## src/hw/rtl/afp_pkg.sv

```systemverilog
package afp_pkg;

	// Width of every time value (signed microseconds).
	localparam int TIME_W = 48;
	// Time difference width: one guard bit, so any difference is exact.
	localparam int DIFF_W = TIME_W + 1;
	// Register value width.
	localparam int CFG_W = 24;
	// Working width of the frame delay (signed, holds up to 2^25 - 1).
	localparam int DLY_W = CFG_W + 2;
	// Result delay width.
	localparam int TGT_W = CFG_W + 1;

	localparam int APB_W = 32;
	localparam int ADDR_W = 5;
	localparam int IDX_W = 3;

	typedef enum logic [IDX_W-1:0] {
		REG_MIN_SYNC_TH  = 3'd0,
		REG_MAX_SYNC_TH  = 3'd1,
		REG_FRAME_DUP_TH = 3'd2,
		REG_MAX_FRAME_DUR = 3'd3,
		REG_REFRESH_TIME = 3'd4,
		REG_DEFAULT_DUR  = 3'd5
	} reg_idx_t;

	localparam logic [CFG_W-1:0] RST_MIN_SYNC_TH   = 24'd40000;
	localparam logic [CFG_W-1:0] RST_MAX_SYNC_TH   = 24'd100000;
	localparam logic [CFG_W-1:0] RST_FRAME_DUP_TH  = 24'd100000;
	localparam logic [CFG_W-1:0] RST_MAX_FRAME_DUR = 24'd10000000;
	localparam logic [CFG_W-1:0] RST_REFRESH_TIME  = 24'd10000;
	localparam logic [CFG_W-1:0] RST_DEFAULT_DUR   = 24'd40000;

	typedef struct packed {
		logic [CFG_W-1:0] min_sync_th;
		logic [CFG_W-1:0] max_sync_th;
		logic [CFG_W-1:0] frame_dup_th;
		logic [CFG_W-1:0] max_frame_dur;
		logic [CFG_W-1:0] refresh_time;
		logic [CFG_W-1:0] default_dur;
	} cfg_t;

endpackage

```

## src/hw/rtl/av_sync_frame_pacer.sv

```systemverilog
// Video frame pacer: for every frame transaction (pts, video clock, master
// clock, their valid flags and the current time, all signed microseconds) it
// returns one result transaction telling whether to show the frame now or how
// long to wait (at most refresh_time), plus the sync-adjusted frame delay.
// Throughput is one transaction per clock while the result side does not stall.
// The frame is captured in the input register when accepted, and the decision
// is registered in the result register when s1 advances; a stalled result
// lets one more frame wait in the input register before the input stalls.
// The pacing state (last shown pts, frame timer) is updated in the same cycle
// the result is registered, so the next frame already sees it. Registers sit
// on an APB port at byte addresses 4*i and should only be written while no
// transaction is in flight.
module av_sync_frame_pacer (
	input  logic                          clk,
	input  logic                          arst_n,

	input  logic                          frame_valid,
	output logic                          frame_stall,
	input  logic [afp_pkg::TIME_W-1:0]    frame_pts,
	input  logic                          frame_pts_valid,
	input  logic [afp_pkg::TIME_W-1:0]    video_clock,
	input  logic                          video_clock_valid,
	input  logic [afp_pkg::TIME_W-1:0]    master_clock,
	input  logic                          master_clock_valid,
	input  logic [afp_pkg::TIME_W-1:0]    now_time,

	output logic                          result_valid,
	input  logic                          result_stall,
	output logic                          show_frame,
	output logic [afp_pkg::CFG_W-1:0]     retry_wait,
	output logic [afp_pkg::TGT_W-1:0]     target_delay,

	input  logic                          psel,
	input  logic                          penable,
	input  logic                          pwrite,
	input  logic [afp_pkg::ADDR_W-1:0]    paddr,
	input  logic [afp_pkg::APB_W-1:0]     pwdata,
	output logic [afp_pkg::APB_W-1:0]     prdata,
	output logic                          pready
);
	import afp_pkg::*;

	cfg_t cfg;

	afp_regs u_regs (
		.clk     (clk),
		.arst_n  (arst_n),
		.psel    (psel),
		.penable (penable),
		.pwrite  (pwrite),
		.paddr   (paddr),
		.pwdata  (pwdata),
		.prdata  (prdata),
		.pready  (pready),
		.cfg     (cfg)
	);

	// ---------------------------------------------------------------
	// Handshake: input register (s1) feeds the result register. s1 moves
	// on whenever the result register is empty or being drained.
	// ---------------------------------------------------------------
	logic valid_s1;
	logic result_valid_q;
	logic accept;
	logic advance;
	logic out_free;

	assign out_free    = ~result_valid_q | ~result_stall;
	assign advance     = valid_s1 & out_free;
	assign frame_stall = valid_s1 & ~out_free;
	assign accept      = frame_valid & ~frame_stall;

	// ---------------------------------------------------------------
	// Input register
	// ---------------------------------------------------------------
	logic [TIME_W-1:0] pts_s1;
	logic              pts_ok_s1;
	logic [TIME_W-1:0] vclk_s1;
	logic              vclk_ok_s1;
	logic [TIME_W-1:0] mclk_s1;
	logic              mclk_ok_s1;
	logic [TIME_W-1:0] now_s1;

	always_ff @(posedge clk or negedge arst_n) begin
		if (!arst_n) begin
			valid_s1 <= 1'b0;
		end else if (accept) begin
			valid_s1 <= 1'b1;
		end else if (advance) begin
			valid_s1 <= 1'b0;
		end
	end

	always_ff @(posedge clk) begin
		if (accept) begin
			pts_s1     <= frame_pts;
			pts_ok_s1  <= frame_pts_valid;
			vclk_s1    <= video_clock;
			vclk_ok_s1 <= video_clock_valid;
			mclk_s1    <= master_clock;
			mclk_ok_s1 <= master_clock_valid;
			now_s1     <= now_time;
		end
	end

	// ---------------------------------------------------------------
	// Video-vs-master drift, exact in DIFF_W.
	// ---------------------------------------------------------------
	logic signed [DIFF_W-1:0] drift_full;
	logic signed [DIFF_W-1:0] max_dur_ext;
	logic                     master_pos;
	logic                     sync_ok;
	logic signed [DLY_W-1:0]  drift;

	assign drift_full  = $signed({vclk_s1[TIME_W-1], vclk_s1})
	                   - $signed({mclk_s1[TIME_W-1], mclk_s1});
	assign max_dur_ext = $signed({{(DIFF_W-CFG_W){1'b0}}, cfg.max_frame_dur});
	assign master_pos  = ~mclk_s1[TIME_W-1] & (|mclk_s1);
	// Sync only with both clocks valid, master positive and drift plausible.
	assign sync_ok = mclk_ok_s1 & vclk_ok_s1 & master_pos
	               & (drift_full > -max_dur_ext) & (drift_full < max_dur_ext);
	// Drift fits DLY_W whenever it is used (|drift| < 2^24).
	assign drift = drift_full[DLY_W-1:0];

	// ---------------------------------------------------------------
	// Pacing state
	// ---------------------------------------------------------------
	logic [TIME_W-1:0] last_pts_q;
	logic              last_known_q;
	logic [TIME_W-1:0] pace_timer_q;

	// ---------------------------------------------------------------
	// Nominal duration: pts step since the last shown frame, falling back
	// to default_duration when unknown, non-positive or implausibly long.
	// The exact difference is enough; saturation never lands in range.
	// ---------------------------------------------------------------
	logic signed [DIFF_W-1:0] step;
	logic                     step_ok;
	logic signed [DLY_W-1:0]  dly_nom;

	assign step = $signed({pts_s1[TIME_W-1], pts_s1})
	            - $signed({last_pts_q[TIME_W-1], last_pts_q});
	assign step_ok = pts_ok_s1 & last_known_q & (step > 0) & (step <= max_dur_ext);
	assign dly_nom = step_ok ? step[DLY_W-1:0]
	                         : $signed({{(DLY_W-CFG_W){1'b0}}, cfg.default_dur});

	// ---------------------------------------------------------------
	// Sync adjustment. Threshold = clamp(delay, min, max), min wins when
	// the bounds cross. Lagging video shortens the delay (floored at 0);
	// leading video either adds the lead (long frames) or doubles.
	// ---------------------------------------------------------------
	logic signed [DLY_W-1:0] min_th;
	logic signed [DLY_W-1:0] max_th;
	logic signed [DLY_W-1:0] dup_th;
	logic signed [DLY_W-1:0] th_hi;
	logic signed [DLY_W-1:0] th;
	logic signed [DLY_W-1:0] lead;
	logic signed [DLY_W-1:0] dly;

	assign min_th = $signed({{(DLY_W-CFG_W){1'b0}}, cfg.min_sync_th});
	assign max_th = $signed({{(DLY_W-CFG_W){1'b0}}, cfg.max_sync_th});
	assign dup_th = $signed({{(DLY_W-CFG_W){1'b0}}, cfg.frame_dup_th});
	assign th_hi  = (dly_nom < max_th) ? dly_nom : max_th;
	assign th     = (th_hi < min_th) ? min_th : th_hi;
	assign lead   = dly_nom + drift;

	always_comb begin
		dly = dly_nom;
		if (sync_ok) begin
			if (drift <= -th) begin
				dly = lead[DLY_W-1] ? '0 : lead;
			end else if (drift >= th) begin
				dly = (dly_nom > dup_th) ? lead : (dly_nom <<< 1);
			end
		end
	end

	// ---------------------------------------------------------------
	// Due time = timer + delay (saturating; delay is never negative, so
	// only the top can overflow). remain = due - now, exact in DIFF_W.
	// ---------------------------------------------------------------
	logic [DIFF_W-1:0]        due_full;
	logic [TIME_W-1:0]        due;
	logic signed [DIFF_W-1:0] remain;
	logic signed [DIFF_W-1:0] refresh_ext;
	logic signed [DIFF_W-1:0] neg_max_th;
	logic                     show;
	logic                     resync;
	logic [CFG_W-1:0]         wait_val;

	assign due_full = {pace_timer_q[TIME_W-1], pace_timer_q}
	                + {{(DIFF_W-DLY_W){1'b0}}, dly};
	assign due = (due_full[DIFF_W-1:DIFF_W-2] == 2'b01)
	           ? {1'b0, {(TIME_W-1){1'b1}}} : due_full[TIME_W-1:0];
	assign remain = $signed({due[TIME_W-1], due}) - $signed({now_s1[TIME_W-1], now_s1});

	assign refresh_ext = $signed({{(DIFF_W-CFG_W){1'b0}}, cfg.refresh_time});
	assign neg_max_th  = -$signed({{(DIFF_W-CFG_W){1'b0}}, cfg.max_sync_th});

	assign show     = (remain <= 0);
	assign wait_val = (remain < refresh_ext) ? remain[CFG_W-1:0] : cfg.refresh_time;
	// now - due > max_th, i.e. the timer fell too far behind: snap to now.
	assign resync   = (|dly) & (remain < neg_max_th);

	// ---------------------------------------------------------------
	// Result register and state update
	// ---------------------------------------------------------------
	logic              show_q;
	logic [CFG_W-1:0]  wait_q;
	logic [TGT_W-1:0]  delay_q;

	always_ff @(posedge clk or negedge arst_n) begin
		if (!arst_n) begin
			result_valid_q <= 1'b0;
			last_pts_q     <= '0;
			last_known_q   <= 1'b0;
			pace_timer_q   <= '0;
		end else begin
			if (advance) begin
				result_valid_q <= 1'b1;
			end else if (!result_stall) begin
				result_valid_q <= 1'b0;
			end
			if (advance && show) begin
				last_pts_q   <= pts_ok_s1 ? pts_s1 : '0;
				last_known_q <= pts_ok_s1;
				pace_timer_q <= resync ? now_s1 : due;
			end
		end
	end

	always_ff @(posedge clk) begin
		if (advance) begin
			show_q  <= show;
			wait_q  <= show ? '0 : wait_val;
			delay_q <= dly[TGT_W-1:0];
		end
	end

	assign result_valid = result_valid_q;
	assign show_frame   = show_q;
	assign retry_wait   = wait_q;
	assign target_delay = delay_q;

endmodule

```

## src/hw/rtl/afp_regs.sv

```systemverilog
module afp_regs (
	input  logic                          clk,
	input  logic                          arst_n,
	input  logic                          psel,
	input  logic                          penable,
	input  logic                          pwrite,
	input  logic [afp_pkg::ADDR_W-1:0]    paddr,
	input  logic [afp_pkg::APB_W-1:0]     pwdata,
	output logic [afp_pkg::APB_W-1:0]     prdata,
	output logic                          pready,
	output afp_pkg::cfg_t                 cfg
);
	import afp_pkg::*;

	cfg_t     cfg_q;
	reg_idx_t idx;
	logic     wr_en;
	logic [CFG_W-1:0] wval;
	logic [CFG_W-1:0] rval;

	assign idx    = reg_idx_t'(paddr[ADDR_W-1:2]);
	assign wr_en  = psel & penable & pwrite;
	assign wval   = pwdata[CFG_W-1:0];
	assign pready = 1'b1;
	assign cfg    = cfg_q;

	always_ff @(posedge clk or negedge arst_n) begin
		if (!arst_n) begin
			cfg_q.min_sync_th   <= RST_MIN_SYNC_TH;
			cfg_q.max_sync_th   <= RST_MAX_SYNC_TH;
			cfg_q.frame_dup_th  <= RST_FRAME_DUP_TH;
			cfg_q.max_frame_dur <= RST_MAX_FRAME_DUR;
			cfg_q.refresh_time  <= RST_REFRESH_TIME;
			cfg_q.default_dur   <= RST_DEFAULT_DUR;
		end else if (wr_en) begin
			case (idx)
				REG_MIN_SYNC_TH:   cfg_q.min_sync_th   <= wval;
				REG_MAX_SYNC_TH:   cfg_q.max_sync_th   <= wval;
				REG_FRAME_DUP_TH:  cfg_q.frame_dup_th  <= wval;
				REG_MAX_FRAME_DUR: cfg_q.max_frame_dur <= wval;
				REG_REFRESH_TIME:  cfg_q.refresh_time  <= wval;
				REG_DEFAULT_DUR:   cfg_q.default_dur   <= wval;
				default: ;
			endcase
		end
	end

	always_comb begin
		case (idx)
			REG_MIN_SYNC_TH:   rval = cfg_q.min_sync_th;
			REG_MAX_SYNC_TH:   rval = cfg_q.max_sync_th;
			REG_FRAME_DUP_TH:  rval = cfg_q.frame_dup_th;
			REG_MAX_FRAME_DUR: rval = cfg_q.max_frame_dur;
			REG_REFRESH_TIME:  rval = cfg_q.refresh_time;
			REG_DEFAULT_DUR:   rval = cfg_q.default_dur;
			default:           rval = '0;
		endcase
	end

	assign prdata = {{(APB_W-CFG_W){1'b0}}, rval};

endmodule

```

## config.mk

```make
export PLATFORM = sky130hd
export DESIGN_NAME = av_sync_frame_pacer
export DESIGN_NICKNAME = d
export VERILOG_FILES = /design/src/hw/rtl/afp_pkg.sv /design/src/hw/rtl/av_sync_frame_pacer.sv /design/src/hw/rtl/afp_regs.sv
export SDC_FILE = /design/constraint.sdc
export NUM_CORES = 2
export LEC_CHECK = 0
export BUFFER_PORTS_ARGS = -buffer_cell sky130_fd_sc_hd__buf_2
export CAP_MARGIN = 30
export CORE_ASPECT_RATIO = 0.5
export CORE_MARGIN = 8
export CORE_UTILIZATION = 56
export CTS_CLUSTER_DIAMETER = 100
export CTS_CLUSTER_SIZE = 28
export DETAILED_ROUTE_END_ITERATION = 7
export GPL_ROUTABILITY_DRIVEN = 1
export PLACE_DENSITY = 0.88
export REMOVE_ABC_BUFFERS = 1
export SLEW_MARGIN = 5
export SYNTH_ARGS = -nofsm -noshare
export SYNTH_HDL_FRONTEND = slang
export SYNTH_SLANG_ARGS = --single-unit
export TNS_END_PERCENT = 30
```

## constraint.sdc

```tcl
create_clock -name clk -period 22.3 [get_ports clk]
set_input_delay 1.115 -clock clk [delete_from_list [all_inputs] [get_ports clk]]
set_output_delay 1.115 -clock clk [all_outputs]
set_load 0.03 [all_outputs]
```

Word-level counts from Yosys, hierarchy flattened
Index checks and enable logic that the tools add are counted.
{ "classes": {"addsub": 8, "mul": 0, "div": 0, "n_lt_le_gt_ge": 12, "n_eq_ne": 7, "shifts": 0, "n_mux": 17, "bitwise_logic": 20, "n_reduce_logical": 11} }
{ "ops": {"columns": ["cell", "count"], "rows": [
  ["26-bit two-way mux", 7],
  ["48-bit by 48-bit subtractor with 49-bit output", 3],
  ["48-bit two-way mux", 3],
  ["24-bit one-hot mux with 6 select lines", 1],
  ["49-bit by 25-bit < comparator with 1-bit output", 2],
  ["24-bit negation with 49-bit output", 2],
  ["26-bit by 25-bit < comparator with 1-bit output", 2],
  ["48-bit by 27-bit adder with 49-bit output", 1],
  ["49-bit by 1-bit greater-than comparator with 1-bit output (second input constant)", 1],
  ["49-bit greater-than comparator", 1],
  ["49-bit by 1-bit <= comparator with 1-bit output (second input constant)", 1],
  ["49-bit by 25-bit <= comparator with 1-bit output", 1],
  ["49-bit < comparator", 1],
  ["48-bit OR reduction", 1],
  ["26-bit adder", 1],
  ["26-bit greater-or-equal comparator", 1],
  ["26-bit by 25-bit greater-than comparator with 1-bit output", 1],
  ["26-bit <= comparator", 1],
  ["26-bit negation", 1],
  ["26-bit OR reduction", 1],
  ["25-bit two-way mux", 1],
  ["24-bit two-way mux", 1],
  ["1-bit bitwise AND", 14],
  ["2-bit AND reduction", 6],
  ["other kinds (11)", 20]
]} }
{ "totals": {"register_bits": 488, "latchBits": 0, "ramBits": 0, "rom_bits": 0, "wordCells": 96, "mem_count": 0} }

Depth between registers and ports, before layout
{ "logic_depth": {"ltp_word": 20, "depth_mapped": 125} }

Modules after synthesis
A second synthesis with hierarchy kept.
{ "unflattened": {"hier_cells": 4462, "area_unflattened_um2": 41195.8} }
{ "modules_own_cells": {"columns": ["mod", "instances", "cells_each", "area_each_um2"], "rows": [
  ["av_sync_frame_pacer", 1, 3989, 34379.2],
  ["afp_regs", 1, 473, 6816.5]
]} }

Least setup slack after synthesis
Ideal clock, no wire load.
{ "synth_timing": {"path_type": "register -> register", "startpoint": "register pts_s1[0]", "endpoint": "register pace_timer_q[0]", "setup_ns": 0.127, "arrival_ns": 22.353, "path_slack_ns": -0.181, "stages_incl_launch_ff": 122, "n_path_buf": 12, "synth_period_minus_slack_ns": 22.481, "cell_sequence": "edfxtp_1 inv_1 ha_1 inv_1 fa_1 a21oi_1 o221ai_1 a21oi_1 o21ai_0 xor2_1 ha_1 nand4_1 nor4_1 nand4_1 nand3_1 o22a_1 nand4_1 or4_1 [86 not listed] a2111oi_0 nor2_1 xnor2_1 ha_1 nand2_1 nor3_1 a211o_1 a21oi_1 o21ai_0 a21oi_1 nand3_1 maj3_1 a2111oi_0 o31ai_1 nor2_1 o21ai_2 buf_4 mux2_1"} }
{ "synth_between": {"elab_chain_len": 20} }
{ "synth_lines": {"columns": ["element", "line", "rtl"], "rows": [
  ["start: declaration", "av_sync_frame_pacer.sv:76", "logic [TIME_W-1:0] pts_s1;"],
  ["start signal: assignment", "av_sync_frame_pacer.sv:96", "pts_s1 <= frame_pts;"],
  ["48-bit by 48-bit subtractor with 49-bit output *", "av_sync_frame_pacer.sv:142", "- $signed({last_pts_q[TIME_W-1], last_pts_q});"],
  ["49-bit by 1-bit greater-than comparator with 1-bit output", "av_sync_frame_pacer.sv:143", "assign step_ok = pts_ok_s1 & last_known_q & (step > 0) & (step <= max_dur_ext);"],
  ["1-bit bitwise AND (2 in series)", "av_sync_frame_pacer.sv:143", null],
  ["26-bit two-way mux *", "av_sync_frame_pacer.sv:144", "assign dly_nom = step_ok ? step[DLY_W-1:0]"],
  ["26-bit by 25-bit < comparator with 1-bit output", "av_sync_frame_pacer.sv:163", "assign th_hi = (dly_nom < max_th) ? dly_nom : max_th;"],
  ["26-bit two-way mux", "av_sync_frame_pacer.sv:163", null],
  ["26-bit by 25-bit < comparator with 1-bit output", "av_sync_frame_pacer.sv:164", "assign th = (th_hi < min_th) ? min_th : th_hi;"],
  ["26-bit two-way mux", "av_sync_frame_pacer.sv:164", null],
  ["[4 not listed]", null, null],
  ["named net dly[1]", "av_sync_frame_pacer.sv:158", "logic signed [DLY_W-1:0] dly;"],
  ["48-bit by 27-bit adder with 49-bit output", "av_sync_frame_pacer.sv:192", "+ {{(DIFF_W-DLY_W){1'b0}}, dly};"],
  ["2-bit by 1-bit equality test with 1-bit output", "av_sync_frame_pacer.sv:193", "assign due = (due_full[DIFF_W-1:DIFF_W-2] == 2'b01)"],
  ["48-bit two-way mux", "av_sync_frame_pacer.sv:194", "? {1'b0, {(TIME_W-1){1'b1}}} : due_full[TIME_W-1:0];"],
  ["48-bit by 48-bit subtractor with 49-bit output", "av_sync_frame_pacer.sv:195", "assign remain = $signed({due[TIME_W-1], due}) - $signed({now_s1[TIME_W-1], now_s1});"],
  ["49-bit < comparator", "av_sync_frame_pacer.sv:203", "assign resync = (|dly) & (remain < neg_max_th);"],
  ["1-bit bitwise AND", "av_sync_frame_pacer.sv:203", null],
  ["48-bit two-way mux", "av_sync_frame_pacer.sv:227", "pace_timer_q <= resync ? now_s1 : due;"],
  ["end signal: assignment", "av_sync_frame_pacer.sv:227", null],
  ["end: declaration", "av_sync_frame_pacer.sv:130", "logic [TIME_W-1:0] pace_timer_q;"]
]} }
Mark *: on every way through the listed nets, which the timed path passes. The rest lies on a longest branch.
A chain may end at the register's enable or synchronous reset.

Worst setup path after layout
{ "layout_timing": {"startpoint": "register pts_s1[8]", "endpoint": "register pace_timer_q[45]"} }
Same word-level chain as after synthesis.

==> impl_metrics.toml <==
[setup_path]
critPathLaunchType = "flip-flop"
crit_path_max_fanout = 20
arrival_ns = 22.32
slowest_stage = "or4_1"
crit_top_cell = "buf_4"
setup.worst_path.end_class = "flip-flop"
max_stage_delay_ns = 0.52
cp.required_ns = 22.84
worstSetupPathType = "reg -> reg"

[layout]
register_area_sq_um = 13500
drive_gt1_share_pct = 27.2
nets = 6497
multiInputGateArea_sq_um = 26800
area.growth.synth_to_final_pct = 26.2
n_fill_cell = 5490
postLayoutCoreUtil_pct = 71.4

[cts]
cts_buffers = 22
clock_latency_ns = 0.67
cts_sinks = 488
clk_pin_slew_ns = 0.13
htree_levels = 1
cts.path.max_buffers = 3
cts_tree = "yes"
root_buffer = "clkbuf_16"

[global_route]
grt_pass1_vias = 41800
antenna_found_initial = 8
grt_pass1_wl_mm = 245
groute.usage.overall_pct = 36.9
overflow = 0
grt_start_max_net_pins = 113

[yosys]
synth_fa_ha_area_share_pct = 15.0
synth.avg_cell_area_sq_um = 8.81
syn_inst = 4703
synthMuxAreaShare_pct = 4.27
synth_simple_gate_area_share_pct = 16.4
synth_compound_area_share_pct = 21.7
synth_area_leader_cell = "edfxtp_1"
synth_most_common_cell = "ha_1"
ys_warn_count = 0
post_synth_xor_area_fraction_pct = 4.78
yosysSeqAreaShare_pct = 32.6
synth_ff_type = "edfxtp_1"
yosysUniqueCellTypes = 106
async_reset_ff_share_pct = 49.8
synth_top_area_share_pct = 17.8
ys_top_cells_by_area = "edfxtp_1 18%, ha_1 15%, dfrtp_1 13%"
synth_edf_count = 245
synth_area_sq_um = 41400
synth_common_cells = "487 x ha_1, 425 x nand2_1, 359 x inv_1"
synth-seq-cells = 488
synth_top_family_by_area = "compound AO/OA/AOI/OAI gates"

[route]
drt-wirelength-per-cell_um = 24.6
drt_iter0_drc = 4863
routed_via_density = 6.41
first_pass_iters = 8
drtAntennaViolNets = 0
wl_mm = 166
route.vias.total = 43300
drc = 0

[floorplanning]
dieArea_sq_um = 83400
start_util_pct = 56.6
num_rows = 70
die_h_um = 208
io_pins = 324
fp.coreArea_sq_um = 73100
die_width_um = 401

[min_path]
hold_path_class = "reg -> reg"

[timing]
setup_viol = 0
setup_tns_ns = 0
fin_crit_sh_pct = 97.7
clock_skew_ns = 0.0753
maxSlewViolCount = 0
period_minus_slack_ns = 21.78
worst_pin_slew_ns = 1.06
slew_headroom_pct = 28.8
hold_ws_ns = 0.484
finalHoldViolCount = 0
fin_ws_ns = 0.517
fmax_ghz = 0.0459

[pwr]
powerDensity_nw_per_um2 = 145
vdd_drop_max_mv = 0.0889
p_leak_nw = 24.4

[placed_design]
dpl.hpwl_mm = 133
gp_congestion = 1.07
port_buffers = 304
dp_slack_ns = -1.09

[outcome]
status = "finished clean"

[flow_run]
cap_violations = 0
-- cell usage in the layout (no fill, tap or decap), drive strengths merged, types with 62 or more instances in the layout --
cell type | Yosys | routed
nand2 | 425 | 425
mux2 | 65 | 65
o21a | 62 | 62
buf | 51 | 1222
a21oi | 312 | 312
a21o | 140 | 140
nor3 | 98 | 98
o21ai | 379 | 379
nor2 | 287 | 287
mux2i | 99 | 99
edfxtp | 245 | 245
xnor2 | 146 | 146
nand3 | 171 | 171
xor2 | 80 | 80
dfrtp | 208 | 208
ha | 487 | 487
inv | 362 | 364
nand4 | 102 | 102
-- metrics by stage --
step / area, sq um / std cells / power, mW
2_1_floorplan: 40600 / 4519 / 4.01
4_1_cts: 50900 / 6707 / 7.06
6_report: 52200 / 6759 / 7.56
5_1_grt: 52200 / 6756 / 7.97
3_5_place_dp: 50100 / 6665 / 6.48
3_3_place_gp: 50000 / 6658 / 6.33
-- metal layers --
layer  track usage [%]  vias up  wire (um)
li1                  -    19500          -
met3              8.70      544      18100
met4              12.7       10       7500
met1              49.5    20800      67800
met2              58.5     2482      72800
met5                 0        -         70
-- critical path: cells and delay by family, from the launching register on --
| family | cells | cell delay, ns |
|---|---|---|
| xor gates and xnor gates | 2 | 0.33 |
| and+or+nand+nor | 25 | 4.77 |
| muxes | 2 | 0.71 |
| AOI/OAI and AO/OA | 52 | 9.49 |
| adders and majority gates | 11 | 3.32 |
| DFF | 1 | 0.46 |
| buffers and inverters | 18 | 2.57 |
-- flip-flops by register name, summed over array words and instances, names as in the netlist --
| register | cells |
|---|---|
| vclk_s1 | 48 |
| vclk_ok_s1 | 1 |
| now_s1 | 48 |
| pts_ok_s1 | 1 |
| show_frame | 1 |
| last_known_q | 1 |
| u_regs.cfg | 144 |
| last_pts_q | 48 |
| mclk_s1 | 48 |
| mclk_ok_s1 | 1 |
| pace_timer_q | 48 |
| pts_s1 | 48 |
| valid_s1 | 1 |
| target_delay | 25 |
| retry_wait | 24 |
| result_valid | 1 |
-- report_power, final --
group / switching (mW) / internal (mW) / leakage (nW)
sequential: 0.135 / 1.14 / 5.22
combinational: 3.14 / 2.61 / 18.9
clock: 0.327 / 0.194 / 0.319
-- final cells by class --
type | instances | share of cell area, %
diodes | 5 | 0.0240
clock buffers | 35 | 1.15
clock inverters | 5 | 0.134
inverters | 364 | 2.62
multi-input cells | 3667 | 51.4
flip-flops and latches | 488 | 25.8
well taps | 972 | 2.33
repair buffers | 1223 | 16.6
-- timing repair --
| action | in CTS | in global routing |
|---|---|---|
| setup buffers | 2 | 42 |
| pin swaps | 14 | 126 |
| setup endpoints to repair | 121 | 122 |
| hold buffers | 0 | 0 |
| cloned | 0 | 1 |
| resized for setup | 35 | 205 |
-- path summary, 6_finish.rpt --
| path | start | endpoint | slack, ns | cells past startpoint |
|---|---|---|---|---|
| max | pts_s1[8] | pace_timer_q[45] | 0.52 | 110 |
| min in group asynchronous | arst_n | u_regs.cfg[49] | 0.54 | 1 |
| max in group asynchronous | arst_n | pace_timer_q[2] | 19.57 | 4 |
| max reg2reg | pts_s1[8] | pace_timer_q[45] | 0.52 | 110 |
| min | pts_s1[4] | last_pts_q[4] | 0.48 | 2 |
| min reg2reg | pts_s1[4] | last_pts_q[4] | 0.48 | 2 |
-- cells by family after synthesis --
logic type,Yosys count
compound gates,1379
xor+xnor,226
fa+ha+maj,493
buf+inv,558
flops,488
mux,164
other cells,2
simple gates,1393
No activity file was read; power rests on OpenSTA's default activity.
